### src/rtl/byte_ring_fifo_with_peek_top_assert.svh
// Assertion macros for the byte ring FIFO top level.
`ifndef BYTE_RING_FIFO_WITH_PEEK_TOP_ASSERT_SVH
`define BYTE_RING_FIFO_WITH_PEEK_TOP_ASSERT_SVH

// Same-cycle implication, checked at every rising clock edge out of reset.
`define BFP_ASSERT_IMPL(label, clk, rst, lhs, rhs) \
   label: assert property (@(posedge clk) disable iff (rst) (lhs) |-> (rhs)) \
      else $error("bfp assertion failed");

// Next-cycle implication.
`define BFP_ASSERT_NEXT(label, clk, rst, lhs, rhs) \
   label: assert property (@(posedge clk) disable iff (rst) (lhs) |=> (rhs)) \
      else $error("bfp assertion failed");

`endif

### src/rtl/bfp_fifo.sv
`timescale 1ns / 1ps
module bfp_fifo #(
   parameter int WIDTH  = 8,
   parameter int ADDR_W = 1
) (
   input  logic             clock,
   input  logic             reset,
   input  logic             wr_en,
   input  logic [WIDTH-1:0] wr_data,
   output logic             full,
   input  logic             rd_en,
   output logic [WIDTH-1:0] rd_data,
   output logic             empty,
   output logic             room2
);
   localparam int DEPTH = 1 << ADDR_W;

   logic [WIDTH-1:0] slot_ff [DEPTH];
   logic [ADDR_W:0]  wr_ptr_ff, rd_ptr_ff;
   logic [ADDR_W:0]  count;

   assign count   = wr_ptr_ff - rd_ptr_ff;
   assign full    = (count == (ADDR_W + 1)'(DEPTH));
   assign empty   = (count == '0);
   assign room2   = (count <= (ADDR_W + 1)'(DEPTH - 2));
   assign rd_data = slot_ff[rd_ptr_ff[ADDR_W-1:0]];

   always_ff @(posedge clock) begin
      if (reset) begin
         wr_ptr_ff <= '0;
         rd_ptr_ff <= '0;
      end else begin
         if (wr_en && !full) begin
            wr_ptr_ff <= wr_ptr_ff + 1'b1;
         end
         if (rd_en && !empty) begin
            rd_ptr_ff <= rd_ptr_ff + 1'b1;
         end
      end
   end

   always_ff @(posedge clock) begin
      if (wr_en && !full) begin
         slot_ff[wr_ptr_ff[ADDR_W-1:0]] <= wr_data;
      end
   end

endmodule

### config.mk
export PLATFORM = sky130hd
export DESIGN_NAME = bfp_fifo
export DESIGN_NICKNAME = d
export VERILOG_FILES = /design/src/rtl/byte_ring_fifo_with_peek_top_assert.svh /design/src/rtl/bfp_fifo.sv
export SDC_FILE = /design/constraint.sdc
export NUM_CORES = 1
export LEC_CHECK = 0
export BUFFER_PORTS_ARGS = -buffer_cell sky130_fd_sc_hd__buf_4
export CAP_MARGIN = 40
export CORE_MARGIN = 3
export CORE_UTILIZATION = 44
export DETAILED_ROUTE_END_ITERATION = 16
export PLACE_DENSITY = 0.73
export SLEW_MARGIN = 10
export SYNTH_ARGS = -nofsm -noshare
export SYNTH_HDL_FRONTEND = slang
export SYNTH_SLANG_ARGS = --single-unit
### constraint.sdc
create_clock -name clock -period 1.69 [get_ports clock]
set_clock_uncertainty 0.15 [all_clocks]
set_input_delay 0.2535 -clock clock [delete_from_list [all_inputs] [get_ports clock]]
set_output_delay 0.2535 -clock clock [all_outputs]
set_load 0.005 [all_outputs]
==> run_results.csv, run 1 <==
group,metric,value,unit
outcome,status,"finished clean",
clock_tree,cts_tree,"built",
timing,tightestPinTransition,0.244,ns
timing,final_hold_viol_count,0,
global_routing,grt_usage,12.9,%
timing,finalSetupViolCount,0,
clock_tree,h-tree-depth,1,
global_routing,grt_pass1_vias,593,
timing,drv_slew,0,
routing,wl,1510,um
floorplan,dieWidth,50.1,um
layout,ff_latch_area,588,um2
critical_path,cp.required,1.29,ns
critical_path,critPathArrivalTime,1.21,ns
routing,wl_per_cell,12.8,um
global_routing,grt_pass1_wl,2470,um
timing,fmax,621,MHz
routing,wl_met2,850,um
logic_synthesis,synth_top_area_cell,"edfxtp_1",
logic_synthesis,synth_top_area_share,56.1,%
timing,period_share,95.2,%
flow_run,maxCapViolCount,0,
logic_synthesis,yosys_warnings,0,
logic_synthesis,synth_most_common_cell,"edfxtp_1",
pwr,p_leak,0.000472,uW
floorplan,coreArea,0.00178,mm2
critical_path,path_class,"register to primary output",
pwr,peakVddDrop,0.587,mV
routing,drtPass1Iterations,2,
logic_synthesis,synth_common_cells,"edfxtp_1 (16), mux2_2 (8), nor2_1 (6)",
logic_synthesis,ys_seq_area_share,67.8,%
timing,fin_crit,1.61,ns
logic_synthesis,ys.flop_type,"edfxtp_1",
floorplan,fp.dieH,50.1,um
routing,dr_total_vias,565,
floorplan,rows,15,
critical_path,reg2regPathDepth,4,
min_path,worstHoldPathCells,2,
min_path,hold_path_class,"input pin to register",
critical_path,cp-end-kind,"primary output",
logic_synthesis,synthTopCellsByArea,"edfxtp_1 (56%), dfxtp_1 (12%), mux2_2 (11%), a311oi_1 (3.1%), nor2_1 (2.6%)",
routing,drc,0,
clock_tree,clk_path_buf_depth,2,
clock_tree,insertion_delay,0.28,ns
layout,n_antenna_cell,0,
clock_tree,clock_sinks,21,
timing,rsz0062_at_grt,"false",
layout,final_core_util,66.4,%
routing,detail-route-antenna-nets,0,
layout,syn2layout_area_growth,38.3,%
global_routing,grt_max_degree,13,
critical_path,cp_max_fo,8,
routing,met1Wirelength,603,um
layout,multi_input_area,255,um2
timing,finalSetupTns,0,ns
logic_synthesis,netlist_area,856,um2
floorplan,die-area,0.00251,mm2
clock_tree,root_buffer,"clkbuf_4",
placement,place_hpwl,1070,um
logic_synthesis,synth_area_per_cell,14.8,um2
layout,stdcell_count,118,
routing,first_iter_violations,7,
critical_path,cp-start-kind,"register",
logic_synthesis,ys_ff_latch,21,
placement,dp_cells,104,
layout,drive_above_1_share,47.3,%
global_routing,overflow,0,
floorplan,initial_core_util,48.0,%
pwr,power.total,1070,uW
floorplan,io_pins,23,
logic_synthesis,syn-num-nets,70,
logic_synthesis,synth-edff-count,16,
logic_synthesis,ys_types,20,
clock_tree,cts_buffers,3,
global_routing,antenna_found_initial,0,
logic_synthesis,synthCells,58,
placement,portBuffers,22,
routing,top_layer_used,"met3",
placement,globalplace.congestion,0.855,
layout,fill_cells,133,
routing,dr_wl_met3,57,um
clock_tree,clkTransAtPathRegs,0.12,ns
critical_path,regToRegSetupSlack,0.19,ns
logic_synthesis,synthArstFlopShare,0,%
routing,via_per_inst,4.79,
pwr,power_density,906,mW/mm2
timing,max_slew_margin,83.7,%
layout,fin_nets,106,
## worst max-delay path: stages, from the launching register on
cell and delay (ns):
dfxtp_4 0.42, mux2_2 0.35, buf_4 0.14
## layer usage
metal / GRT usage [%] / up-vias
met4: 2.76 / 0
met5: 0 / -
met2: 23.3 / 12
li1: - / 283
met3: 3.02 / 0
met1: 15.4 / 270
## final timing paths
check,from,to
worst max-delay path,register,rd_data[0]
worst min register to register,wr_ptr_ff[1]$_SDFFE_PP0P_,rd_ptr_ff[1]$_SDFFE_PP0P_
worst max register to register,wr_ptr_ff[1]$_SDFFE_PP0P_,slot_ff[1][6]$_DFFE_PP_
worst min-delay path,rd_en,register
## logic make-up after synthesis
group / synth area share [%]
multiplexers: 12.9
XOR/XNOR: 3.95
AO/OA/AOI/OAI: 5.70
buffers and inverters: 2.34
flip-flops: 67.8
AND/OR/NAND/NOR: 7.31
## flip-flops by register name, summed over array words and instances (netlist names), named ones only
| register | count |
|---|---|
| slot_ff | 16 |
| rd_ptr_ff | 2 |
| wr_ptr_ff | 2 |
## repair_timing
item | CTS | global route
pin swaps | 0 | 1
buffers inserted | 0 | 1
gates cloned | 0 | 0
gates resized for setup | 1 | 4
hold buffers | 9 | 0
hold endpoints to repair | 20 | 0
endpoints found under the setup margin | 8 | 11
## power by group
group | internal, uW | switching (uW)
Sequential | 600 | 28.1
Clock | 87.8 | 144
Combinational | 129 | 83.3
Total | 817 | 255
## per-stage QoR
stage          setup slack, ns  cell area (um2)  hold WS (ns)
4_1_cts                 0.0329             1170        0.0259
2_1_floorplan            0.118              856         0.173
5_1_grt                0.00939             1180       0.00147
3_5_place_dp             0.193             1050         0.292
6_report                0.0804             1180        0.0193
3_3_place_gp             0.232             1050         0.290
## layout make-up
cell class	instances	share of cell area [%]
Clock buffer	3	1.90
Clock inverter	1	0.423
Inverter	1	0.317
Multi-Input combinational cell	33	21.6
Sequential cell	21	49.7
Tap cell	25	2.64
Timing Repair Buffer	34	23.5
## placed cells by master, fill, tap and decap left out, drive strengths merged
cell / n
buf: 25
edfxtp: 16
dlygate4sd3: 9
mux2: 8
nor2: 6
dfxtp: 5
nand2: 4
a21oi: 3
a311oi: 3
clkbuf: 3
mux2i: 2
xor2: 2
xnor2: 1
inv: 1
and3b: 1
o21bai: 1
or3: 1
nand4: 1
clkinv: 1
Note: power is estimated with default switching activity, not from simulation.
==> run 2, diff against run 1 <==
Settings changed: CORE_UTILIZATION 44 to 50, PLACE_DENSITY 0.73 to 0.79.
Clock period 1.69 ns to 1.9 ns, I/O delays scaled along.
==> run 2 against run 1 <==
- critical path depth did not move
- die area fell by 11%
- highest routed layer is now met4
- total power fell by 12%
- via count fell by 2.7%
- first-iteration DRC count rose by 14%
- largest power group unchanged
- worst hold slack improved by 0.0012 ns
- sequential cell count did not move
- clock power fell by 10%
==> run_results.csv, run 2 (synthesis gave the netlist of run 1 again) <==
group,metric,value,unit
floorplan,fp.dieH,47.4,um
layout,n_antenna_cell,0,
placement,globalplace.congestion,0.862,
pwr,internal-power,718,uW
pwr,clkPwrFrac,22.0,%
timing,finalSetupViolCount,0,
critical_path,cp.required,1.46,ns
outcome,status,"finished clean",
routing,first_iter_violations,8,
pwr,power_frac_comb,18.7,%
clock_tree,cts_tree,"built",
floorplan,dieWidth,47.4,um
timing,max_slew_margin,78.1,%
floorplan,rows,14,
global_routing,grt_pass1_vias,531,
pwr,p_leak,0.000440,uW
timing,tightestPinTransition,0.327,ns
clock_tree,cts_resized,0,
timing,whs,0.0205,ns
routing,drtPass1Iterations,4,
timing,finalSetupTns,0,ns
critical_path,worst_path_largest_cell_delay,0.53,ns
layout,largest_register_ffs,16,
min_path,hold_path_class,"input pin to register",
timing,rsz0062_at_grt,"false",
clock_tree,clkTransAtPathRegs,0.11,ns
critical_path,regToRegSetupSlack,0.37,ns
floorplan,coreArea,0.00156,mm2
layout,mostFrequentLayoutCell,"buf_4",
layout,final_cell_mix,"buf_4 (23), edfxtp_1 (16), mux2_2 (8)",
clock_tree,cts_buffers,3,
clock_tree,clk_path_buf_depth,2,
floorplan,initial_core_util,54.9,%
floorplan,io_pins,23,
floorplan,die-area,0.00224,mm2
flow_run,maxCapViolCount,0,
global_routing,grt_pass1_wl,2330,um
placement,dp_slack,0.390,ns
clock_tree,cts_setup_buffers,0,
routing,wl,1560,um
timing,setup_slack,0.126,ns
placement,portBuffers,22,
clock_tree,insertion_delay,0.30,ns
routing,dr_total_vias,550,
timing,fin_crit,1.77,ns
pwr,sw_frac_of_total,23.7,%
pwr,switching_power,223,uW
pwr,power.total,941,uW
routing,drc,0,
critical_path,cp-start-kind,"register",
pwr,power_density,849,mW/mm2
global_routing,overflow,0,
routing,wl_per_cell,15.1,um
layout,drive_above_1_share,42.5,%
critical_path,crit_chain,"mux2_2 > buf_4",
routing,via_per_inst,5.34,
critical_path,crit_family,"flip-flops",
timing,drv_slew,0,
timing,final_hold_viol_count,0,
timing,period_share,93.4,%
clock_tree,postCtsHoldBufs,0,
clock_tree,root_buffer,"clkbuf_4",
critical_path,cp_max_fo,8,
critical_path,critPathArrivalTime,1.34,ns
pwr,peakVddDrop,0.494,mV
global_routing,grt_usage,15.5,%
layout,fin_nets,100,
critical_path,slowest_stage,"dfxtp_1",
critical_path,path_class,"register to primary output",
clock_tree,clock_sinks,21,
global_routing,antenna_found_initial,0,
critical_path,critPathBufInv,1,
pwr,p_seq_share,59.3,%
placement,place_hpwl,1150,um
placement,dp_cells,94,
critical_path,cp-end-kind,"primary output",
routing,detail-route-antenna-nets,0,
clock_tree,h-tree-depth,1,
timing,fmax,564,MHz
layout,syn2layout_area_growth,29.5,%
layout,stdcell_count,103,
global_routing,grt_max_degree,12,
run 2: changes by cell type in the layout (fill, tap and decap cells not counted), sizes merged:
cell | before | now
dlygate4sd3 | 9 | 5
buf | 25 | 23
clkbuf | 3 | 4
clkinv | 1 | 0
run 2: power groups by stage:
| stage | registers [uW] | clock network, uW | logic, uW |
|---|---|---|---|
| floorplan | 555 | 0 | 97.8 |
| global placement | 567 | 0 | 165 |
| detailed placement | 569 | 0 | 171 |
| CTS | 558 | 215 | 171 |
| global route | 563 | 236 | 194 |
| finish | 558 | 207 | 176 |
run 2: through the flow:
step           instance area [um2]  util (%)
2_1_floorplan                  856         -
3_3_place_gp                  1030      66.2
3_5_place_dp                  1030      66.2
4_1_cts                       1060      67.9
5_1_grt                       1110      71.1
6_report                      1110      71.1
run 2: cell type report:
class                           instances  area (um2)
Timing Repair Buffer                   28         223
Sequential cell                        21         581
Clock buffer                            4        26.3
Tap cell                               16        20.0
Inverter                                1        3.75
Multi-Input combinational cell         33         255
Fill cell                             119         450
run 2: routing by layer:
metal	global-route usage [%]	part of all wire [%]
met1	17.5	41
met2	27.3	54
met3	4.21	4.4
met4	6.63	0.51
met5	0	0
run 2: worst paths after layout:
check | from | to | cells after the start
max reg2reg | wr_ptr_ff[1]$_SDFFE_PP0P_ | slot_ff[0][4]$_DFFE_PP_ | 3
min reg2reg | wr_ptr_ff[1]$_SDFFE_PP0P_ | rd_ptr_ff[1]$_SDFFE_PP0P_ | 2
min | wr_data[4] | slot_ff[1][4]$_DFFE_PP_ | 1
max | register | rd_data[3] | 2
run 2: worst reg2reg max path: stages, from the launching register on:
cell     delay [ns]
dfxtp_1        0.46
xor2_2         0.26
nand2_2        0.10
and3b_2        0.30
