File: src/rtl/byte_ring_fifo_with_peek_top_assert.svh
// Assertion macros for the byte ring FIFO top level.
`ifndef BYTE_RING_FIFO_WITH_PEEK_TOP_ASSERT_SVH
`define BYTE_RING_FIFO_WITH_PEEK_TOP_ASSERT_SVH

// Same-cycle implication, checked at every rising clock edge out of reset.
`define BFP_ASSERT_IMPL(label, clk, rst, lhs, rhs) \
   label: assert property (@(posedge clk) disable iff (rst) (lhs) |-> (rhs)) \
      else $error("bfp assertion failed");

// Next-cycle implication.
`define BFP_ASSERT_NEXT(label, clk, rst, lhs, rhs) \
   label: assert property (@(posedge clk) disable iff (rst) (lhs) |=> (rhs)) \
      else $error("bfp assertion failed");

`endif

File: src/rtl/bfp_pkg.sv
`timescale 1ns / 1ps
package bfp_pkg;

   // Command codes of the input item.
   typedef enum logic [1:0] {
      CMD_PUT  = 2'd0,
      CMD_GET  = 2'd1,
      CMD_PEEK = 2'd2,
      CMD_LEN  = 2'd3
   } cmd_code_type;

   localparam logic [3:0] CAP_LOG2_RESET = 4'd10;

   typedef struct packed {
      logic [1:0] command;
      logic [7:0] data_byte;
      logic [6:0] request_count;
   } req_type;

   typedef struct packed {
      logic [7:0]  out_byte;
      logic [6:0]  granted;
      logic [10:0] fill_level;
      logic        last;
   } rsp_type;

   // Classified command handed from front to back.
   typedef struct packed {
      logic       is_put;
      logic       is_read;   // get or peek
      logic       consume;   // get: advance read pointer
      logic [7:0] data;
      logic [6:0] count;     // already clamped to the burst limit
   } cmd_type;

endpackage

File: src/rtl/bfp_fifo.sv
`timescale 1ns / 1ps
module bfp_fifo #(
   parameter int WIDTH  = 8,
   parameter int ADDR_W = 1
) (
   input  logic             clock,
   input  logic             reset,
   input  logic             wr_en,
   input  logic [WIDTH-1:0] wr_data,
   output logic             full,
   input  logic             rd_en,
   output logic [WIDTH-1:0] rd_data,
   output logic             empty,
   output logic             room2
);
   localparam int DEPTH = 1 << ADDR_W;

   logic [WIDTH-1:0] slot_ff [DEPTH];
   logic [ADDR_W:0]  wr_ptr_ff, rd_ptr_ff;
   logic [ADDR_W:0]  count;

   assign count   = wr_ptr_ff - rd_ptr_ff;
   assign full    = (count == (ADDR_W + 1)'(DEPTH));
   assign empty   = (count == '0);
   assign room2   = (count <= (ADDR_W + 1)'(DEPTH - 2));
   assign rd_data = slot_ff[rd_ptr_ff[ADDR_W-1:0]];

   always_ff @(posedge clock) begin
      if (reset) begin
         wr_ptr_ff <= '0;
         rd_ptr_ff <= '0;
      end else begin
         if (wr_en && !full) begin
            wr_ptr_ff <= wr_ptr_ff + 1'b1;
         end
         if (rd_en && !empty) begin
            rd_ptr_ff <= rd_ptr_ff + 1'b1;
         end
      end
   end

   always_ff @(posedge clock) begin
      if (wr_en && !full) begin
         slot_ff[wr_ptr_ff[ADDR_W-1:0]] <= wr_data;
      end
   end

endmodule

File: src/rtl/bfp_front.sv
`timescale 1ns / 1ps
module bfp_front #(
   parameter int MAX_BURST = 64
) (
   input  logic              clock,
   input  logic              reset,
   input  logic              req_push,
   output logic              req_full,
   input  bfp_pkg::req_type  req_item,
   input  logic              cmd_pop,
   output logic              cmd_valid,
   output bfp_pkg::cmd_type  cmd
);
   bfp_pkg::cmd_type     cls;
   bfp_pkg::cmd_code_type code;
   logic                 cmd_empty;
   logic [6:0]           burst_max;

   assign code      = bfp_pkg::cmd_code_type'(req_item.command);
   assign burst_max = 7'(MAX_BURST);

   always_comb begin
      cls.is_put  = 1'b0;
      cls.is_read = 1'b0;
      cls.consume = 1'b0;
      cls.data    = req_item.data_byte;
      cls.count   = (req_item.request_count > burst_max) ? burst_max
                                                         : req_item.request_count;
      unique case (code)
         bfp_pkg::CMD_PUT:  cls.is_put = 1'b1;
         bfp_pkg::CMD_GET: begin
            cls.is_read = 1'b1;
            cls.consume = 1'b1;
         end
         bfp_pkg::CMD_PEEK: cls.is_read = 1'b1;
         bfp_pkg::CMD_LEN:  cls.is_put = 1'b0;
         default:           cls.is_put = 1'b0;
      endcase
   end

   bfp_fifo #(
      .WIDTH ($bits(bfp_pkg::cmd_type)),
      .ADDR_W(1)
   ) u_cmd_q (
      .clock  (clock),
      .reset  (reset),
      .wr_en  (req_push),
      .wr_data(cls),
      .full   (req_full),
      .rd_en  (cmd_pop),
      .rd_data(cmd),
      .empty  (cmd_empty),
      .room2  ()
   );

   assign cmd_valid = !cmd_empty;

endmodule

File: config.mk
export PLATFORM = sky130hd
export DESIGN_NAME = bfp_front
export DESIGN_NICKNAME = d
export VERILOG_FILES = /design/src/rtl/byte_ring_fifo_with_peek_top_assert.svh /design/src/rtl/bfp_pkg.sv /design/src/rtl/bfp_fifo.sv /design/src/rtl/bfp_front.sv
export SDC_FILE = /design/constraint.sdc
export NUM_CORES = 1
export LEC_CHECK = 0
export BUFFER_PORTS_ARGS = -buffer_cell sky130_fd_sc_hd__buf_2
export CORE_UTILIZATION = 25
export CTS_CLUSTER_SIZE = 12
export DETAILED_ROUTE_END_ITERATION = 10
export PLACE_DENSITY = 0.56
export REMOVE_ABC_BUFFERS = 1
export SLEW_MARGIN = 40
export SYNTH_ARGS = -nofsm -noshare
export SYNTH_HDL_FRONTEND = slang
export SYNTH_SLANG_ARGS = --single-unit
File: constraint.sdc
create_clock -name clock -period 3.1 [get_ports clock]
set_input_delay 0.62 -clock clock [delete_from_list [all_inputs] [get_ports clock]]
set_output_delay 0.62 -clock clock [all_outputs]
set_load 0.01 [all_outputs]
==> flow_metrics.env, run 1 <==
export IMPL_top_layer="met4"
export IMPL_crit_path_max_fanout=18
export IMPL_die_x_um=83.0
export IMPL_endpoint_kind="output pin"
export IMPL_antenna_found_initial=0
export IMPL_peakVddDrop_v=0.000276
export IMPL_synth_compound_area_frac=0.0382
export IMPL_synth_fa_ha_area_frac=0.0153
export IMPL_gp_congestion=0.664
export IMPL_first_global_vias=1024
export IMPL_period_share=0.661
export IMPL_clockRootBuffer="clkbuf_8"
export IMPL_n_antenna_cell=0
export IMPL_wl_met1_mm=1.22
export IMPL_startpoint_type="flip-flop"
export IMPL_cts_tree="yes"
export IMPL_drive_above_1_share=0.486
export IMPL_status="finished clean"
export IMPL_cts_inserted_buffers=5
export IMPL_min_delay_path_class="input port to flip-flop"
export IMPL_grt_pass1_wl_mm=4.69
export IMPL_ys_seq_area_frac=0.721
export IMPL_wirelength_mm=2.86
export IMPL_synthCells=99
export IMPL_tightest_slew_ns=0.758
export IMPL_dieArea_um2=6880
export IMPL_synth_top_family_by_area="multiplexers"
export IMPL_initial_core_util=0.258
export IMPL_fill_cells=634
export IMPL_drc=0
export IMPL_yosysTopAreaCell="edfxtp_1"
export IMPL_min_period_ns=2.05
export IMPL_wl_met2_mm=1.49
export IMPL_synth_most_common_cell="edfxtp_1"
export IMPL_crit_slowest_cell="dfxtp_2"
export IMPL_area_delta_synth_final_pct=24.2
export IMPL_die_y_um=83.0
export IMPL_setup_viol=0
export IMPL_core_um2=6350
export IMPL_fmax_mhz=488
export IMPL_wl_met3_um=111
export IMPL_clock_sinks=41
export IMPL_dpl_cell_area_um2=1930
export IMPL_synthTopCellsByArea="edfxtp_1 66%, mux2_2 12%, dfxtp_1 6.1%, nor2b_1 2.7%, ha_1 1.5%"
export IMPL_crit_required_ns=2.48
export IMPL_relSlewSlack=0.495
export IMPL_skew_ns=0.00883
export IMPL_synth_top_area_share=0.660
export IMPL_postCtsHoldBufs=0
export IMPL_cts_buffer_depth=2
export IMPL_ys_flop_type="edfxtp_1"
export IMPL_final_cell_area_um2=2040
export IMPL_synth_simple_area_share=0.0519
export IMPL_via_per_inst=4.18
export IMPL_rsz0062_at_grt="false"
export IMPL_vias=923
export IMPL_hold_viol_final=0
export IMPL_ant_nets=0
export IMPL_synth_edf_count=36
export IMPL_dpl_hpwl_mm=1.97
export IMPL_slowest_delay_ns=0.60
export IMPL_insertion_delay_ns=0.28
export IMPL_synth_warnings=0
export IMPL_grt_max_degree=19
export IMPL_cts_resized=0
export IMPL_arrival_ns=1.43
export IMPL_clk_pin_slew_ns=0.07
export IMPL_cp_top_family="flip-flops"
export IMPL_setup_tns_final_ns=0
export IMPL_multi_input_area_um2=424
export IMPL_synth_common_cells="36 x edfxtp_1, 18 x mux2_2, 7 x nor2b_1"
export IMPL_grt_ovfl_total=0
export IMPL_num_io_pins=41
export IMPL_yosysUniqueCellTypes=21
export IMPL_synth_area_per_cell_um2=16.6
export IMPL_rows=29
export IMPL_cts_setup_buffers=0
export IMPL_p_per_area_nw_per_um2=598
export IMPL_wl_per_cell_um=12.9
export IMPL_maxCapViolCount=0
export IMPL_drt_initial_drc_count=73
export IMPL_crit_buf_inv=1
export IMPL_finalNetCount=166
export IMPL_leakage_nw=0.793
export IMPL_portBuffers=40
export IMPL_netlist_area_um2=1640
export IMPL_final_max_slew_violation_count=0
export IMPL_cts_htree_levels=2
export IMPL_async_flop_share=0
export IMPL_muxShareOfSynthArea=0.136
export IMPL_grt_usage=0.0886
export IMPL_synth_seq_cells=41
export IMPL_path_cells="mux2_2 > buf_2"
export IMPL_firstDrtPassIters=4
export IMPL_synth_xor_area_share=0.0153
export IMPL_crit_type="flip-flop to output pin"
export IMPL_final_seq_area_um2=1180
-- registers in the layout, summed over array words and instances (netlist names), named ones only --
signal             flops
u_cmd_q.slot_ff       36
u_cmd_q.rd_ptr_ff      2
u_cmd_q.wr_ptr_ff      2
-- final timing paths --
kind,endpoint,slack (ns),from,cells past startpoint
setup / recovery,cmd[6],1.05,flip-flop,2
hold / removal,u_cmd_q.slot_ff[1][9],0.52,req_item[9],1
setup reg to reg,u_cmd_q.slot_ff[0][17],1.37,u_cmd_q.wr_ptr_ff[1],2
hold reg to reg,u_cmd_q.rd_ptr_ff[1],0.55,u_cmd_q.wr_ptr_ff[1],2
-- cells in the final DEF (no fill, tap or decap) --
cell type / instances
a211o_2: 1
a211oi_1: 1
a21oi_1: 2
a21oi_2: 1
and2b_2: 1
buf_2: 40
buf_4: 1
bufinv_16: 1
clkbuf_1: 1
clkbuf_8: 5
clkinv_1: 1
dfxtp_1: 4
dfxtp_2: 1
edfxtp_1: 36
ha_1: 2
inv_1: 5
mux2_2: 18
mux2i_1: 2
nand2_1: 3
nand4_1: 1
nor2_1: 4
nor2b_1: 7
o211a_1: 1
o21a_1: 2
o21ai_0: 1
xnor2_1: 1
xnor2_2: 1
-- area by class of cell --
class,count,area share
Multi-Input combinational cell,49,0.208
Tap cell,77,0.0473
Sequential cell,41,0.581
Inverter,5,0.00922
Clock inverter,2,0.0166
Clock buffer,6,0.0356
Timing Repair Buffer,41,0.102
-- worst reg2reg max path: cells and delay by family, from the launching register on --
family | cells | cell delay [ns]
AO/OA/AOI/OAI | 1 | 0.69
XOR/XNOR | 1 | 0.31
flip-flops | 1 | 0.36
-- where the power goes --
group | internal [W] | switching, W | leakage, nW
registers | 0.000644 | 0.0000215 | 0.382
logic | 0.0000717 | 0.0000749 | 0.359
clock network | 0.000238 | 0.000167 | 0.0528
-- through the flow --
stage / worst slack (ns) / utilization / total power, W / hold slack [ns] / instances
floorplan: 1.08 / - / 0.000760 / 0.500 / 95
global route: 0.948 / 0.321 / 0.00128 / 0.511 / 221
global placement: 1.03 / 0.304 / 0.000822 / 0.527 / 213
finish: 1.05 / 0.321 / 0.00122 / 0.524 / 221
CTS: 0.691 / 0.320 / 0.00124 / 0.511 / 221
detailed placement: 1.01 / 0.304 / 0.000829 / 0.528 / 213
-- cell families after synthesis --
logic type | Yosys count
DFF | 41
muxes | 20
and+or+nand+nor | 16
AOI/OAI and AO/OA | 9
buffers and inverters | 9
xor gates and xnor gates | 2
adders and majority gates | 2
-- metal layers --
layer	vias to the layer above	track usage
li1	448	-
met1	446	0.0965
met2	25	0.154
met3	4	0.0358
met4	0	0.0329
met5	-	0
(Power assumes the default switching activity.)
==> inputs of run 2 (changes only) <==
Settings changed: ABC_AREA from default to 1, PLACE_DENSITY 0.56 to 0.57.
Clock period 3.1 ns to 1.8 ns, I/O delays scaled along.
==> run 2 against run 1 <==
Via count grew 7.9%. Critical endpoint is now cmd[10]. Wire length fell by 0.95%. Register-to-register slack got worse by 1.0 ns. Core utilization grew 1.1 points. Worst setup slack worse by 0.94 ns. Synthesized area up 4.8%. Combinational power rose to 2.6 times the previous value. The run now ends with design-rule violations left. Clock skew down 0.0018 ns.
==> flow_metrics.env, run 2 <==
export IMPL_drt_initial_drc_count=41
export IMPL_cts_buffer_depth=2
export IMPL_fill_cells=657
export IMPL_initial_core_util=0.264
export IMPL_synth_seq_cells=41
export IMPL_synth_edf_count=36
export IMPL_peakVddDrop_v=0.000244
export IMPL_core_um2=6490
export IMPL_min_period_ns=1.69
export IMPL_gp_congestion=0.687
export IMPL_clock_power_share=0.318
export IMPL_combinationalPowerShare=0.169
export IMPL_min_delay_start="req_item[13]"
export IMPL_final_max_slew_violation_count=0
export IMPL_synth_most_common_cell="edfxtp_1"
export IMPL_crit_buf_inv=2
export IMPL_rows=29
export IMPL_arrival_ns=1.33
export IMPL_grt_max_degree=17
export IMPL_p_seq_frac=0.513
export IMPL_portBuffers=40
export IMPL_insertion_delay_ns=0.29
export IMPL_path_depth=3
export IMPL_grt_pass1_wl_mm=4.45
export IMPL_largest_reg_flops=36
export IMPL_slowest_delay_ns=0.37
export IMPL_via_per_inst=3.97
export IMPL_violations="design-rule violations"
export IMPL_layout_common_cells="40 x buf_2, 36 x edfxtp_1, 18 x inv_1"
export IMPL_crit_path_max_fanout=16
export IMPL_startpoint_type="flip-flop"
export IMPL_die_y_um=84.9
export IMPL_maxCapViolCount=0
export IMPL_clockRootBuffer="clkbuf_8"
export IMPL_setup_tns_final_ns=0
export IMPL_firstDrtPassIters=9
export IMPL_whs_path_depth=1
export IMPL_reg2reg_slack_ns=0.36
export IMPL_final_seq_area_um2=1180
export IMPL_ys_seq_area_frac=0.688
export IMPL_switching_power_w=0.000518
export IMPL_final_cell_area_um2=2150
export IMPL_multi_input_area_um2=445
export IMPL_r2r_end="u_cmd_q.slot_ff[0][1]"
export IMPL_setup_viol=0
export IMPL_cts_htree_levels=2
export IMPL_synth_top_area_share=0.629
export IMPL_p_int_w=0.00171
export IMPL_met3_usage=0.0360
export IMPL_ant_nets=0
export IMPL_die_x_um=84.9
export IMPL_p_per_area_nw_per_um2=1040
export IMPL_num_io_pins=41
export IMPL_cp_top_family="flip-flops"
export IMPL_dpl_hpwl_mm=2.07
export IMPL_crit_slowest_cell="dfxtp_2"
export IMPL_status="finished with violations"
export IMPL_dpl_cell_area_um2=2040
export IMPL_tightest_slew_ns=0.178
export IMPL_n_antenna_cell=0
export IMPL_dieArea_um2=7210
export IMPL_async_flop_share=0
export IMPL_final_common_cell="buf_2"
export IMPL_reg2reg_from="u_cmd_q.wr_ptr_ff[0]"
export IMPL_min_delay_path_class="input port to flip-flop"
export IMPL_vias=996
export IMPL_fmax_mhz=592
export IMPL_grt_ovfl_total=0
export IMPL_ys_flop_type="edfxtp_1"
export IMPL_r2r_cells=7
export IMPL_cts_tree="yes"
export IMPL_path_cells="buf_12 > mux2_2 > buf_2"
export IMPL_busiest_layer="met2"
export IMPL_drive_above_1_share=0.437
export IMPL_cts_inserted_buffers=5
export IMPL_period_share=0.939
export IMPL_hold_viol_final=0
export IMPL_area_delta_synth_final_pct=25.3
export IMPL_wl_per_cell_um=11.3
export IMPL_rsz0062_at_grt="false"
export IMPL_crit_required_ns=1.44
export IMPL_relSlewSlack=0.881
export IMPL_synthTopCellsByArea="edfxtp_1 63%, mux2_4 8.7%, dfxtp_1 5.8%, mux2_2 5.2%, inv_1 3.9%"
export IMPL_yosysUniqueCellTypes=14
export IMPL_gr_usage_met1=0.0973
export IMPL_first_global_vias=954
export IMPL_hold_end="u_cmd_q.slot_ff[1][13]"
export IMPL_grt_usage=0.0850
export IMPL_synth_area_per_cell_um2=13.9
export IMPL_clock_sinks=41
export IMPL_netlist_area_um2=1720
export IMPL_clk_pin_slew_ns=0.08
export IMPL_synthCells=124
export IMPL_finalNetCount=196
export IMPL_yosysTopAreaCell="edfxtp_1"
export IMPL_leakage_nw=0.929
export IMPL_switching_share=0.232
export IMPL_skew_ns=0.00702
export IMPL_postCtsHoldBufs=0
export IMPL_wirelength_mm=2.83
export IMPL_drc=1
export IMPL_endpoint_kind="output pin"
export IMPL_synth_common_cells="36 x edfxtp_1, 18 x inv_1, 17 x nand2_1"
export IMPL_synth_warnings=0
export IMPL_antenna_found_initial=0
export IMPL_crit_type="flip-flop to output pin"
export IMPL_grt_use_met2=0.140
-- run 2: cells by family (layout without fill, tap and decap cells) --
| logic type | count (synthesis) | after routing | synth area share |
|---|---|---|---|
| flops | 41 | 41 | 0.688 |
| simple gates | 38 | 38 | 0.0918 |
| buf+inv | 21 | 71 | 0.0546 |
| mux | 18 | 18 | 0.140 |
| compound gates | 4 | 4 | 0.0117 |
| fa+ha+maj | 2 | 2 | 0.0146 |
-- run 2: power by group through the flow --
stage	logic, W	registers [W]	clock network (W)
6_report	0.000377	0.00114	0.000708
2_1_floorplan	0.000218	0.00118	0
5_1_grt	0.000416	0.00115	0.000786
4_1_cts	0.000389	0.00114	0.000737
3_3_place_gp	0.000385	0.00116	0
3_5_place_dp	0.000388	0.00117	0
-- run 2: metal layers --
metal	part of all wire	wire length (um)	up-vias
met3	0.059	166	2
met5	0	0	-
met4	0.0067	19	0
li1	-	-	512
met2	0.52	1480	26
met1	0.41	1170	456
-- run 2: what timing repair did --
action / CTS / global route
endpoints found under the hold margin: 0 / 0
buffers inserted: 0 / 0
setup endpoints to repair: 0 / 6
resized for setup: 0 / 1
-- run 2: how the worst max path moves through the flow --
stage	startpoint	end	slack, ns
6_report	flip-flop	cmd[10]	0.11
5_1_grt	flip-flop	cmd[10]	0.05
4_1_cts	flip-flop	cmd[10]	0.01
3_5_place_dp	flip-flop	cmd[10]	0.35
3_3_place_gp	flip-flop	cmd[9]	0.37
2_1_floorplan	u_cmd_q.wr_ptr_ff[0]	u_cmd_q.slot_ff[0][0]	-0.07
-- run 2: final cells by class --
type / count / share of cell area
clock inverters: 3 / 0.0192
flip-flops and latches: 41 / 0.549
well taps: 77 / 0.0448
clock buffers: 5 / 0.0320
inverters: 18 / 0.0314
multi-input cells: 62 / 0.207
repair buffers: 45 / 0.116
-- run 2: per-stage QoR --
stage               worst slack, ns  total power (W)  hold slack (ns)   util  instances
global route                 0.0473          0.00235            0.236  0.331        251
CTS                          0.0127          0.00227            0.242  0.331        251
finish                        0.110          0.00223            0.256  0.331        251
floorplan                   -0.0659          0.00139            0.459      -        121
global placement              0.370          0.00155            0.530  0.314        243
detailed placement            0.351          0.00155            0.538  0.314        243
-- run 2: worst reg2reg max path, stage by stage, from the launching register on --
cell     delay (ns)
dfxtp_1        0.41
inv_1          0.06
nand2_1        0.07
nand2_2        0.06
nand2_2        0.13
nand2_1        0.08
nor2_2         0.10
buf_4          0.21
==> inputs of run 3 (changes only) <==
Settings changed: BUFFER_PORTS_ARGS -buffer_cell sky130_fd_sc_hd__buf_2 to -buffer_cell sky130_fd_sc_hd__clkbuf_2.
==> run 3 against run 2 <==
The flow still finishes with violations (design-rule violations). Clock power fell by 1%. Design area fell by 0.17%. Via count rose by 0.70%. Worst setup slack improved by 0.0085 ns. Fmax rose by 0.51%. First-iteration DRC count rose by 27%. Non-clock buffer count did not move. Cell count did not move. Core utilization fell by 0.058 points. Worst hold slack improved by 0.0034 ns. Register-to-register slack barely moved. Critical path type unchanged. Largest cell class unchanged.
==> flow_metrics.env, run 3 (synthesized netlist as in run 2, its figures left out) <==
export IMPL_status="finished with violations"
export IMPL_violations="design-rule violations"
export IMPL_preCtsSetupSlack_ns=0.367
export IMPL_leakage_nw=0.937
export IMPL_tightest_slew_ns=0.185
export IMPL_grt_max_degree=17
export IMPL_hold_slack_ns=0.259
export IMPL_n_antenna_cell=0
export IMPL_initial_core_util=0.264
export IMPL_portBuffers=40
export IMPL_ant_nets=0
export IMPL_skew_ns=0.00673
export IMPL_clockRootBuffer="clkbuf_8"
export IMPL_crit_buf_inv=2
export IMPL_cts_htree_levels=2
export IMPL_layout_common_cells="40 x clkbuf_2, 36 x edfxtp_1, 18 x inv_1"
export IMPL_core_um2=6490
export IMPL_grt_usage=0.0925
export IMPL_fin_cells=251
export IMPL_crit_type="flip-flop to output pin"
export IMPL_num_io_pins=41
export IMPL_rsz0062_at_grt="false"
export IMPL_crit_required_ns=1.44
export IMPL_cts_inserted_buffers=5
export IMPL_arrival_ns=1.32
export IMPL_die_y_um=84.9
export IMPL_crit_path_max_fanout=16
export IMPL_via_per_inst=4.00
export IMPL_startpoint_type="flip-flop"
export IMPL_fmax_mhz=595
export IMPL_r2r_end="u_cmd_q.slot_ff[0][2]"
export IMPL_min_delay_path_class="input port to flip-flop"
export IMPL_reg2reg_slack_ns=0.37
export IMPL_grt_pass1_wl_mm=4.90
export IMPL_relSlewSlack=0.876
export IMPL_slowest_delay_ns=0.37
export IMPL_dieArea_um2=7210
export IMPL_gp_congestion=0.695
export IMPL_cts_setup_buffers=0
export IMPL_period_share=0.934
export IMPL_dpl_hpwl_mm=2.15
export IMPL_path_cells="buf_12 > mux2_2 > clkbuf_2"
export IMPL_wirelength_mm=2.99
export IMPL_drt_initial_drc_count=52
export IMPL_firstDrtPassIters=7
export IMPL_cts_buffer_depth=2
export IMPL_maxCapViolCount=0
export IMPL_final_common_cell="clkbuf_2"
export IMPL_endpoint_kind="output pin"
export IMPL_setup_viol=0
export IMPL_min_delay_start="req_item[14]"
export IMPL_rows=29
export IMPL_clk_pin_slew_ns=0.08
export IMPL_final_max_slew_violation_count=0
export IMPL_setup_ws_ns=0.118
export IMPL_min_period_ns=1.68
export IMPL_clock_sinks=41
export IMPL_antenna_found_initial=0
export IMPL_largest_reg_flops=36
export IMPL_peakVddDrop_v=0.000322
export IMPL_cts_resized=0
export IMPL_p_per_area_nw_per_um2=1040
export IMPL_postCtsHoldBufs=0
export IMPL_vias=1003
export IMPL_r2r_cells=7
export IMPL_first_global_vias=1032
export IMPL_hold_end="u_cmd_q.slot_ff[1][14]"
export IMPL_die_x_um=84.9
export IMPL_grt_ovfl_total=0
export IMPL_drive_above_1_share=0.431
export IMPL_finalNetCount=196
export IMPL_placed_cells=243
export IMPL_hold_viol_final=0
export IMPL_cp_top_family="flip-flops"
export IMPL_area_delta_synth_final_pct=25.1
export IMPL_drc=1
export IMPL_cts_tree="yes"
export IMPL_wl_per_cell_um=11.9
export IMPL_whs_path_depth=1
export IMPL_reg2reg_from="u_cmd_q.wr_ptr_ff[0]"
export IMPL_crit_slowest_cell="dfxtp_2"
export IMPL_insertion_delay_ns=0.29
## run 3: worst max path at each step
| stage | depth (start not counted) | slack [ns] | end | startpoint |
|---|---|---|---|---|
| 6_report | 3 | 0.12 | cmd[9] | flip-flop |
| 3_5_place_dp | 3 | 0.37 | cmd[11] | flip-flop |
| 4_1_cts | 3 | 0.04 | cmd[9] | flip-flop |
| 3_3_place_gp | 7 | 0.37 | u_cmd_q.slot_ff[0][0] | u_cmd_q.wr_ptr_ff[0] |
| 5_1_grt | 3 | 0.07 | cmd[10] | flip-flop |
| 2_1_floorplan | 6 | -0.07 | u_cmd_q.slot_ff[0][0] | u_cmd_q.wr_ptr_ff[0] |
## run 3: area by class of cell
type | instances | area (um^2)
multi-input combinational | 62 | 445
inverter | 18 | 67.6
clock buffer | 6 | 72.6
timing repair buffer | 45 | 250
tap | 77 | 96.3
sequential | 41 | 1180
fill | 665 | 4350
clock inverter | 2 | 33.8
## run 3: report_power, final
| part | switching [W] | internal (W) |
|---|---|---|
| registers | 0.0000281 | 0.00112 |
| logic | 0.000194 | 0.000186 |
| clock network | 0.000291 | 0.000409 |
| total | 0.000514 | 0.00171 |
## run 3: through the flow
stage	TNS (ns)	cell area (um^2)	power (W)	utilization
after global routing	0	2150	0.00234	0.331
final	0	2150	0.00223	0.331
after CTS	0	2150	0.00227	0.331
after detailed placement	0	2040	0.00156	0.314
after global placement	0	2040	0.00155	0.314
after floorplan	-1.19	1690	0.00139	-
## run 3: routing by layer
metal,track usage,up-vias,share of wire
met1,0.107,457,0.44
met2,0.156,27,0.49
li1,-,513,-
met4,0.0462,0,0.018
met5,0,-,0
met3,0.0292,6,0.053
